### config.mk
export PLATFORM = sky130hd
export DESIGN_NAME = sync_frame_receiver_sum_check_unit
export DESIGN_NICKNAME = d
export VERILOG_FILES = /design/src/rtl/core/sfrsc_pkg.sv /design/src/rtl/core/sync_frame_receiver_sum_check_unit.sv /design/src/rtl/core/sfrsc_mem.sv /design/src/rtl/core/sfrsc_ctrl.sv
export SDC_FILE = /design/constraint.sdc
export NUM_CORES = 1
export LEC_CHECK = 0
export BUFFER_PORTS_ARGS = -buffer_cell sky130_fd_sc_hd__buf_2
export CORE_MARGIN = 2
export CORE_UTILIZATION = 64
export CTS_CLUSTER_DIAMETER = 200
export CTS_CLUSTER_SIZE = 30
export DETAILED_ROUTE_END_ITERATION = 6
export PLACE_DENSITY = 0.92
export SLEW_MARGIN = 20
export SYNTH_ARGS = -nofsm -noshare
export SYNTH_HDL_FRONTEND = slang
export SYNTH_SLANG_ARGS = --single-unit
export TNS_END_PERCENT = 30
### constraint.sdc
create_clock -name clk_i -period 7.54 [get_ports clk_i]
set_clock_uncertainty 0.1 [all_clocks]
set_input_delay 0.754 -clock clk_i [delete_from_list [all_inputs] [get_ports clk_i]]
set_output_delay 0.754 -clock clk_i [all_outputs]
set_load 0.02 [all_outputs]
### src/rtl/core/sfrsc_pkg.sv
package sfrsc_pkg;

  localparam int unsigned BYTE_W = 8;
  localparam int unsigned POS_W  = 5;

  typedef logic [BYTE_W-1:0] byte_t;
  typedef logic [POS_W-1:0]  pos_t;

  localparam byte_t SYNC_A   = 8'h55;
  localparam byte_t SYNC_B   = 8'hAA;
  localparam byte_t SYNC_SUM = 8'hFF;

endpackage

### src/rtl/core/sync_frame_receiver_sum_check_unit.sv
// Fixed-length frame receiver: hunts for the sync pair 0x55 0xAA, collects FRAME_LEN bytes
// (sync included) into a single-port-read frame memory and checks that the last byte is the
// 8-bit wrapping sum of all the others. While hunting and collecting it takes one byte per
// cycle, unless the last byte of a sent frame still waits for the output register. A frame
// that passes is sent out one byte per cycle while the output takes them (position and end
// mark with each byte); input is held off until its last byte is in the output register.
// A frame that fails is rescanned from its third byte for a new sync pair, one memory read
// per byte, with input held off meanwhile. The sync pair itself is never stored, so there
// is no clearing pass after reset.
module sync_frame_receiver_sum_check_unit #(
  parameter int unsigned FRAME_LEN = 20
) (
  input  logic                clk_i,
  input  logic                rst_ni,
  input  logic                in_valid_i,
  output logic                in_ready_o,
  input  sfrsc_pkg::byte_t    rx_byte_i,
  output logic                out_valid_o,
  input  logic                out_ready_i,
  output sfrsc_pkg::byte_t    frame_byte_o,
  output sfrsc_pkg::pos_t     byte_position_o,
  output logic                last_byte_o
);

  localparam int unsigned AW = $clog2(FRAME_LEN);

  logic             mem_we;
  logic [AW-1:0]    mem_waddr;
  sfrsc_pkg::byte_t mem_wdata;
  logic             mem_re;
  logic [AW-1:0]    mem_raddr;
  sfrsc_pkg::byte_t mem_rdata;

  sfrsc_ctrl #(
    .FRAME_LEN (FRAME_LEN),
    .AW        (AW)
  ) u_ctrl (
    .clk_i           (clk_i),
    .rst_ni          (rst_ni),
    .in_valid_i      (in_valid_i),
    .in_ready_o      (in_ready_o),
    .rx_byte_i       (rx_byte_i),
    .out_valid_o     (out_valid_o),
    .out_ready_i     (out_ready_i),
    .frame_byte_o    (frame_byte_o),
    .byte_position_o (byte_position_o),
    .last_byte_o     (last_byte_o),
    .mem_we_o        (mem_we),
    .mem_waddr_o     (mem_waddr),
    .mem_wdata_o     (mem_wdata),
    .mem_re_o        (mem_re),
    .mem_raddr_o     (mem_raddr),
    .mem_rdata_i     (mem_rdata)
  );

  sfrsc_mem #(
    .DEPTH (FRAME_LEN),
    .AW    (AW)
  ) u_mem (
    .clk_i   (clk_i),
    .we_i    (mem_we),
    .waddr_i (mem_waddr),
    .wdata_i (mem_wdata),
    .re_i    (mem_re),
    .raddr_i (mem_raddr),
    .rdata_o (mem_rdata)
  );

endmodule

### src/rtl/core/sfrsc_mem.sv
module sfrsc_mem #(
  parameter int unsigned DEPTH = 20,
  parameter int unsigned AW    = 5
) (
  input  logic                clk_i,
  input  logic                we_i,
  input  logic [AW-1:0]       waddr_i,
  input  sfrsc_pkg::byte_t    wdata_i,
  input  logic                re_i,
  input  logic [AW-1:0]       raddr_i,
  output sfrsc_pkg::byte_t    rdata_o
);

  sfrsc_pkg::byte_t mem_q [DEPTH];
  sfrsc_pkg::byte_t rdata_q;

  always_ff @(posedge clk_i) begin
    if (we_i) begin
      mem_q[waddr_i] <= wdata_i;
    end
    if (re_i) begin
      rdata_q <= mem_q[raddr_i];
    end
  end

  assign rdata_o = rdata_q;

endmodule

### src/rtl/core/sfrsc_ctrl.sv
module sfrsc_ctrl #(
  parameter int unsigned FRAME_LEN = 20,
  parameter int unsigned AW        = 5
) (
  input  logic                clk_i,
  input  logic                rst_ni,
  input  logic                in_valid_i,
  output logic                in_ready_o,
  input  sfrsc_pkg::byte_t    rx_byte_i,
  output logic                out_valid_o,
  input  logic                out_ready_i,
  output sfrsc_pkg::byte_t    frame_byte_o,
  output sfrsc_pkg::pos_t     byte_position_o,
  output logic                last_byte_o,
  output logic                mem_we_o,
  output logic [AW-1:0]       mem_waddr_o,
  output sfrsc_pkg::byte_t    mem_wdata_o,
  output logic                mem_re_o,
  output logic [AW-1:0]       mem_raddr_o,
  input  sfrsc_pkg::byte_t    mem_rdata_i
);

  localparam logic [AW-1:0] LAST  = AW'(FRAME_LEN - 1);
  localparam logic [AW-1:0] FIRST = AW'(2);
  localparam int unsigned   PW    = (AW > sfrsc_pkg::POS_W) ? AW : sfrsc_pkg::POS_W;

  typedef enum logic [2:0] {
    ST_HUNT,
    ST_SYNC,
    ST_FILL,
    ST_CHECK,
    ST_RESCAN,
    ST_EMIT
  } state_e;

  typedef enum logic [1:0] {
    SC_HUNT,
    SC_SYNC,
    SC_FILL
  } scan_e;

  state_e           st_q, st_d;
  scan_e            scan_q, scan_d;
  logic [AW-1:0]    wp_q, wp_d;
  logic [AW-1:0]    idx_q, idx_d;
  logic [AW-1:0]    pidx_q, pidx_d;
  logic             pend_q, pend_d;
  sfrsc_pkg::byte_t sum_q, sum_d;
  logic             ovld_q, ovld_d;
  sfrsc_pkg::byte_t obyte_q, obyte_d;
  logic [AW-1:0]    opos_q, opos_d;

  sfrsc_pkg::byte_t stage_byte;
  sfrsc_pkg::byte_t rbyte;
  logic             in_acc;
  logic             move;
  logic             issue;
  logic [PW-1:0]    pos_ext;

  assign in_ready_o = (st_q inside {ST_HUNT, ST_SYNC, ST_FILL, ST_CHECK}) && !pend_q;
  assign in_acc     = in_valid_i && in_ready_o;
  assign move       = pend_q && (!ovld_q || out_ready_i);
  assign rbyte      = mem_rdata_i;

  // sync pair is never stored, it is put back on the way out
  always_comb begin
    if (pidx_q == AW'(0)) begin
      stage_byte = sfrsc_pkg::SYNC_A;
    end else if (pidx_q == AW'(1)) begin
      stage_byte = sfrsc_pkg::SYNC_B;
    end else begin
      stage_byte = mem_rdata_i;
    end
  end

  always_comb begin
    st_d        = st_q;
    scan_d      = scan_q;
    wp_d        = wp_q;
    idx_d       = idx_q;
    pidx_d      = pidx_q;
    sum_d       = sum_q;
    issue       = 1'b0;
    mem_we_o    = 1'b0;
    mem_waddr_o = wp_q;
    mem_wdata_o = rx_byte_i;
    mem_re_o    = 1'b0;
    mem_raddr_o = idx_q;

    case (st_q)
      ST_HUNT: begin
        if (in_acc && rx_byte_i == sfrsc_pkg::SYNC_A) begin
          st_d = ST_SYNC;
        end
      end
      ST_SYNC: begin
        if (in_acc) begin
          if (rx_byte_i == sfrsc_pkg::SYNC_B) begin
            wp_d  = FIRST;
            sum_d = sfrsc_pkg::SYNC_SUM;
            st_d  = ST_FILL;
          end else begin
            st_d = ST_HUNT;
          end
        end
      end
      ST_FILL: begin
        if (in_acc) begin
          mem_we_o = 1'b1;
          sum_d    = sum_q + rx_byte_i;
          wp_d     = wp_q + AW'(1);
          if (wp_d == LAST) begin
            st_d = ST_CHECK;
          end
        end
      end
      ST_CHECK: begin
        if (in_acc) begin
          mem_we_o    = 1'b1;
          mem_waddr_o = LAST;
          if (sum_q == rx_byte_i) begin
            idx_d = '0;
            st_d  = ST_EMIT;
          end else begin
            mem_re_o    = 1'b1;
            mem_raddr_o = FIRST;
            idx_d       = FIRST;
            scan_d      = SC_HUNT;
            st_d        = ST_RESCAN;
          end
        end
      end
      ST_RESCAN: begin
        case (scan_q)
          SC_HUNT: begin
            if (rbyte == sfrsc_pkg::SYNC_A) begin
              scan_d = SC_SYNC;
            end
          end
          SC_SYNC: begin
            if (rbyte == sfrsc_pkg::SYNC_B) begin
              scan_d = SC_FILL;
              wp_d   = FIRST;
              sum_d  = sfrsc_pkg::SYNC_SUM;
            end else begin
              scan_d = SC_HUNT;
            end
          end
          SC_FILL: begin
            mem_we_o    = 1'b1;
            mem_wdata_o = rbyte;
            sum_d       = sum_q + rbyte;
            wp_d        = wp_q + AW'(1);
          end
          default: begin
            scan_d = SC_HUNT;
          end
        endcase
        if (idx_q == LAST) begin
          case (scan_d)
            SC_SYNC: st_d = ST_SYNC;
            SC_FILL: st_d = (wp_d == LAST) ? ST_CHECK : ST_FILL;
            default: st_d = ST_HUNT;
          endcase
        end else begin
          mem_re_o    = 1'b1;
          mem_raddr_o = idx_q + AW'(1);
          idx_d       = idx_q + AW'(1);
        end
      end
      ST_EMIT: begin
        issue = !pend_q || move;
        if (issue) begin
          mem_re_o    = (idx_q >= FIRST);
          mem_raddr_o = idx_q;
          pidx_d      = idx_q;
          idx_d       = idx_q + AW'(1);
          if (idx_q == LAST) begin
            st_d = ST_HUNT;
          end
        end
      end
      default: begin
        st_d = ST_HUNT;
      end
    endcase
  end

  always_comb begin
    pend_d  = pend_q;
    ovld_d  = ovld_q;
    obyte_d = obyte_q;
    opos_d  = opos_q;
    if (move) begin
      ovld_d  = 1'b1;
      obyte_d = stage_byte;
      opos_d  = pidx_q;
      pend_d  = 1'b0;
    end else if (out_ready_i) begin
      ovld_d = 1'b0;
    end
    if (issue) begin
      pend_d = 1'b1;
    end
  end

  always_ff @(posedge clk_i or negedge rst_ni) begin
    if (!rst_ni) begin
      st_q    <= ST_HUNT;
      scan_q  <= SC_HUNT;
      wp_q    <= '0;
      idx_q   <= '0;
      pidx_q  <= '0;
      pend_q  <= 1'b0;
      sum_q   <= '0;
      ovld_q  <= 1'b0;
      obyte_q <= '0;
      opos_q  <= '0;
    end else begin
      st_q    <= st_d;
      scan_q  <= scan_d;
      wp_q    <= wp_d;
      idx_q   <= idx_d;
      pidx_q  <= pidx_d;
      pend_q  <= pend_d;
      sum_q   <= sum_d;
      ovld_q  <= ovld_d;
      obyte_q <= obyte_d;
      opos_q  <= opos_d;
    end
  end

  assign pos_ext         = PW'(opos_q);
  assign out_valid_o     = ovld_q;
  assign frame_byte_o    = obyte_q;
  assign byte_position_o = pos_ext[sfrsc_pkg::POS_W-1:0];
  assign last_byte_o     = (opos_q == LAST);

endmodule
Word-level counts from Yosys, hierarchy flattened
Memories as Yosys holds them, arrays and structs flattened. A register that Yosys moved wholly into a read port is not among the register bits.
Cells that the tools add are included.
{"block": "word_totals", "reg_bits": 43, "mem_bits_rw": 160, "output_inout_bits": 16, "n_memories": 1}
{"block": "op_classes", "add_sub_neg": 4, "n_lt_le_gt_ge": 1, "n_eq_ne": 31, "muxes": 62, "reduce_logical": 24}
{"memory": "u_mem.mem_q", "words": 20, "word_bits": 8, "read_ports": 1, "rd_ports_with_merged_regs": 1, "write_ports": 1, "line_no": "sfrsc_mem.sv:14", "rtl": "sfrsc_pkg::byte_t mem_q [DEPTH];"}
{"op": "$mux 8", "n": 8}
{"op": "$mux 5", "n": 12}
{"op": "$pmux 5 s3", "n": 2}
{"op": "$mux 3", "n": 8}
{"op": "$pmux 8 s3", "n": 1}
{"op": "$eq 5x5->1 const B", "n": 4}
{"op": "$pmux 5 s2", "n": 2}
{"op": "$pmux 3 s6", "n": 1}
{"op": "$add 8x8->8", "n": 2}
{"op": "$eq 8x7->1 const B", "n": 2}
{"op": "$eq 8x8->1 const B", "n": 2}
{"op": "$pmux 8 s2", "n": 1}
{"op": "$mux 1", "n": 15}
{"op": "$mux 2", "n": 7}
{"op": "$ne 2x1->1 const B", "n": 6}
{"op": "$add 5x1->5 const B", "n": 2}
{"op": "$eq 8x8->1", "n": 1}
{"op": "$ne 2x2->1 const B", "n": 4}
{"op": "$reduce_and 8->1", "n": 1}
{"op": "$eq 3x2->1 const B", "n": 2}
{"op": "$eq 3x3->1 const B", "n": 2}
{"op": "$pmux 2 s3", "n": 1}
{"op": "$pmux 3 s2", "n": 1}
{"op": "$reduce_and 3->1", "n": 2}
{"op": "23 further kinds", "n": 33}

Depth between registers and ports, before layout
{"block": "logic_depth", "ltp_word": 9, "ltp_mapped": 12, "depth_no_buf": 12}

Cells and area by module
Synthesis repeated with hierarchy kept, for this count alone.
{"block": "unflattened", "hier_cells": 702, "area_unflattened_um2": 9963.3}
{"mod": "sfrsc_mem", "instances": 1, "cells_each": 308, "area_per_inst_um2": 6562.5, "seq_area_each_um2": 5044.8}
{"mod": "sfrsc_ctrl", "instances": 1, "cells_each": 394, "area_per_inst_um2": 3400.8, "seq_area_each_um2": 1076.0}

Worst setup path before layout
No wires, ideal clock.
{"block": "synth_timing", "path_type": "input to register", "startpoint": "in rx_byte_i[5]", "endpoint": "reg u_mem.rdata_q[6] (netlist: u_mem.rdata_o[6]) (read register of u_mem.mem_q) (data pin)", "arrival_ps": 2917, "required_time_ps": 7170, "setup_slack_ps": 4253, "path_stages": 10, "path_buffers": 2, "cell_sequence": "ha_1 > or4_4 > o311ai_4 > buf_6 > nand3_4 > buf_6 > mux2_4 > a2bb2oi_1 > nand4_1 > o311ai_1"}
{"block": "synth_via", "elab_chain_len": 4, "word_cells_on_any_way": 7, "classes_between": "eq/ne: 1; mux: 6"}
{"element": "from (decl)", "line_no": "sync_frame_receiver_sum_check_unit.sv:17", "rtl": "input sfrsc_pkg::byte_t rx_byte_i,"}
{"element": "$eq 8x8->1 *", "line_no": "sfrsc_ctrl.sv:121", "rtl": "if (sum_q == rx_byte_i) begin"}
{"element": "$mux 1 or $mux 5 (tied branches)", "line_no": "sfrsc_ctrl.sv:121"}
{"element": "$mux 1 or $mux 5 (tied branches)", "line_no": "sfrsc_ctrl.sv:118", "rtl": "if (in_acc) begin"}
{"element": "$pmux 1 s3 or $pmux 5 s2 (tied branches)", "line_no": "sfrsc_ctrl.sv:90", "rtl": "case (st_q)"}
{"element": "to (decl)", "line_no": "sfrsc_mem.sv:15", "rtl": "sfrsc_pkg::byte_t rdata_q;"}
Mark *: on every way between the ends. The rest lies on a longest branch, timed or not.
A chain may end at the register's enable or synchronous reset.

Worst setup path in the final report
{"block": "layout_timing", "startpoint": "reg u_ctrl.sum_q[1]", "endpoint": "reg u_mem.rdata_q[5] (netlist: u_mem.rdata_o[5]) (read register of u_mem.mem_q) (data pin)"}
{"block": "layout_via", "elab_chain_len": 4, "word_cells_on_any_way": 7, "classes_between": "eq/ne: 1; mux: 6"}
{"element": "from (decl)", "line_no": "sfrsc_ctrl.sv:48", "rtl": "sfrsc_pkg::byte_t sum_q, sum_d;"}
{"element": "from (signal assigned)", "line_no": "sfrsc_ctrl.sv:226", "rtl": "sum_q <= sum_d;"}
{"element": "$eq 8x8->1 *", "line_no": "sfrsc_ctrl.sv:121"}
{"element": "$mux 1 or $mux 5 (tied branches)", "line_no": "sfrsc_ctrl.sv:121"}
{"element": "$mux 1 or $mux 5 (tied branches)", "line_no": "sfrsc_ctrl.sv:118"}
{"element": "$pmux 1 s3 or $pmux 5 s2 (tied branches)", "line_no": "sfrsc_ctrl.sv:90"}
Marked as above.

==> results by group <==
Clocking
  • Worst skew pair latency: 0.48 ns
  • Post-CTS Setup Repair Bufs: 0
  • Hold-fix buffer count after cts: 0
  • Clock Sinks: about 210
  • Num CTS Buffers: 11
  • CTS Root Cell: clkbuf_16
  • Post-CTS Resized: 0
  • Clock buffer depth: 3
  • Clock slew at reported path FFs: about 0.12 ns
  • H-tree Lvls: 1
  • CTS tree: done

Global routing
  • Remaining Overflow, GRT: 0
  • Vias in the first global route: approximately 6900
  • Gr usage total: 29.2%
  • First-pass GRT wire length: 37600 um
  • Antenna violations before repair: 0
  • Largest net degree at the start of global routing: 73

Critical path
  • Nature of the critical path startpoint: register
  • Crit Path Category: reg2reg
  • Reg2Reg Launch Point: u_ctrl.sum_q[1]$_DFFE_PN0P_
  • Critical path launch point: u_ctrl.sum_q[1]$_DFFE_PN0P_
  • Max FO, Critical Path: 72
  • CP arrival: about 4.3 ns
  • CP Data Required Time: 7.66 ns
  • Critical path capture point type: register

Die
  • Initial core utilization: around 65%
  • Die area: 0.0170 mm2
  • I/O pin cnt: 28
  • CORE AREA: 0.0158 mm2
  • Std-Cell Rows: 46
  • Die width: 131 um
  • Die H: 131 um

Timing
  • Setup violations, final: 0
  • Final hold vios: 0
  • Measured slew at the worst slew-check pin: 1.09 ns
  • Min Tclk post-route: 4.16 ns
  • Fin. max-slew vios: 0
  • Period utilisation layout: 55.2%
  • Setup Total Neg Slack: 0 ns
  • FMAX: 240 MHz
  • Slew margin rel.: 26.9%
  • RSZ-0062 raised after global routing: false

Power and ir drop
  • Cell Pwr Density: 372 mW/mm2
  • Leakage power: 3.83 nW
  • Switch share: 41.8%
  • Switching power: 1.69 mW
  • Combinational power share: 43.5%
  • Clk pwr share: between 15 and 20%
  • Flop pwr share: between 40% and 50%
  • Worst vdd ir: 348 uV
  • Cell internal pwr: 2.35 mW

Synth
  • Sequential area share after synthesis: 59.7%
  • Synth warn: 0
  • Flops & latches, synth: approximately 210
  • Synth unique cells: a little over 70
  • Cells after Synth: 881
  • Post-synth EDFFs: between 150 and 200
  • Synth area leader: edfxtp_1
  • Netlist Area Pre-Place: ~0.010 mm2
  • Synth top area share: 49.2%
  • Most used flip-flop cell after synthesis: edfxtp_1
  • Top cells by count, synth: edfxtp_1 (168), nand2_1 (136), nand3_1 (47)
  • Largest cells by area after synthesis: edfxtp_1 (49%), dfrtp_1 (11%), nand2_1 (5.0%), ha_1 (3.1%), mux2_2 (2.7%)
  • Syn nets: 920
  • Async S/R FF share, synth: between 20% and 30%
  • Syn_area_per_cell: approximately 12 um2
  • Count leader, synth: edfxtp_1

Cells and area
  • Final nets: 918
  • Layout cells sized above 1: 10.3%
  • Final Util: 68.8%
  • Antenna Cells: 0
  • Synth-to-Final Area Change: 5.86%

Routing
  • 1st-pass router iterations: 5
  • Via count: 7379
  • Routed Antenna Nets: 0
  • WL/cell: 22.7 um
  • DRT Wirelength: ~25000 um
  • DR vias/cell: 6.71
  • DR iter-0 viols: 1055
  • Remaining DRCs: 0

Placement
  • Gpl congestion: 0.955
  • DP Wirelength: between 15000 and 20000 um
  • PortBufs: 27

Min path
  • Hold/Removal Path Class: in2async

Job
  • Max-Cap Viols: 0

Run status
  • Outcome: finished, final reports clean
critical path, cell delays in order (launching register included):
cell       delay, ns
dfrtp_1         0.48
ha_1            0.33
or4_4           0.56
o311ai_4        0.55
nand3_4         0.84
mux2_2          0.57
a2bb2oi_1       0.14
nand4_1         0.19
o311ai_1        0.12
worst paths after layout:
kind                                                            to  slack (ns)  cells past startpoint
worst max-delay path                    u_mem.rdata_o[5]$_DFFE_PP_        3.38                      8
worst min-delay path                   u_ctrl.idx_q[2]$_DFFE_PN0P_        0.08                      1
worst max register to register          u_mem.rdata_o[5]$_DFFE_PP_        3.38                      8
worst min register to register  u_ctrl.frame_byte_o[5]$_DFFE_PN0P_        0.39                      2
max in group asynchronous              u_ctrl.sum_q[5]$_DFFE_PN0P_        6.78                      2
min in group clk_i              u_ctrl.frame_byte_o[5]$_DFFE_PN0P_        0.39                      2
flip-flops by register name, indices dropped and copies added, names as in the netlist, 5 cells and up:
signal / cells
u_ctrl.byte_position_o: 5
u_ctrl.frame_byte_o: 8
u_ctrl.idx_q: 5
u_ctrl.pidx_q: 5
u_ctrl.sum_q: 8
u_ctrl.wp_q: 5
u_mem.mem_q: 160
u_mem.rdata_o: 8
final cells by class:
class | instances | area (um2)
tap | 216 | 270
sequential | 211 | 6120
clock buffer | 15 | 290
clock inverter | 2 | 47.5
fill | 1090 | 4920
timing repair buffer | 37 | 223
inverter | 19 | 71.3
multi-input combinational | 599 | 3820
metal layers:
| layer | track usage (%) | part of all wire [%] | vias up | wire length (um) |
|---|---|---|---|---|
| met5 | 0 | 0 | - | 0 |
| met4 | 13.5 | 4.9 | 0 | 1220 |
| met2 | 46.7 | 47 | 524 | 11800 |
| li1 | - | - | 3265 | - |
| met1 | 38.6 | 37 | 3494 | 9310 |
| met3 | 6.60 | 11 | 96 | 2650 |
power by group through the flow:
stage / Clock (mW) / Combinational (mW) / Sequential [mW]
6_report: 0.658 / 1.76 / 1.62
5_1_grt: 0.702 / 1.90 / 1.63
4_1_cts: 0.663 / 1.72 / 1.61
3_5_place_dp: 0 / 1.70 / 1.63
3_3_place_gp: 0 / 1.64 / 1.63
2_1_floorplan: 0 / 1.31 / 1.56
stage by stage:
| step | setup slack [ns] | power [mW] | area, um2 | hold slack, ns | cells |
|---|---|---|---|---|---|
| 2_1_floorplan | 4.25 | 2.87 | 10200 | 0.358 | 881 |
| 3_3_place_gp | 3.13 | 3.27 | 10500 | 0.359 | 1081 |
| 3_5_place_dp | 3.05 | 3.33 | 10500 | 0.365 | 1081 |
| 4_1_cts | 3.41 | 3.99 | 10800 | 0.363 | 1098 |
| 5_1_grt | 3.20 | 4.24 | 10800 | 0.0895 | 1099 |
| 6_report | 3.38 | 4.03 | 10800 | 0.0758 | 1099 |
kinds of logic after synthesis:
kind of cell               share of synthesized area, %
xor gates and xnor gates                           1.20
adders and majority gates                          3.44
AOI/OAI and AO/OA                                  11.5
muxes                                              3.77
DFF                                                59.7
buffers and inverters                              3.22
and+or+nand+nor                                    17.1
cells in the final DEF, fill, tap and decap left out, drive strengths merged, types with 25 or more instances in the layout:
cell type	count
edfxtp	168
nand2	136
nand3	48
o21ai	44
dfrtp	43
nor2	40
a21oi	40
buf	37
mux2	26
ha	25
Power figures use the tool's default switching activity.
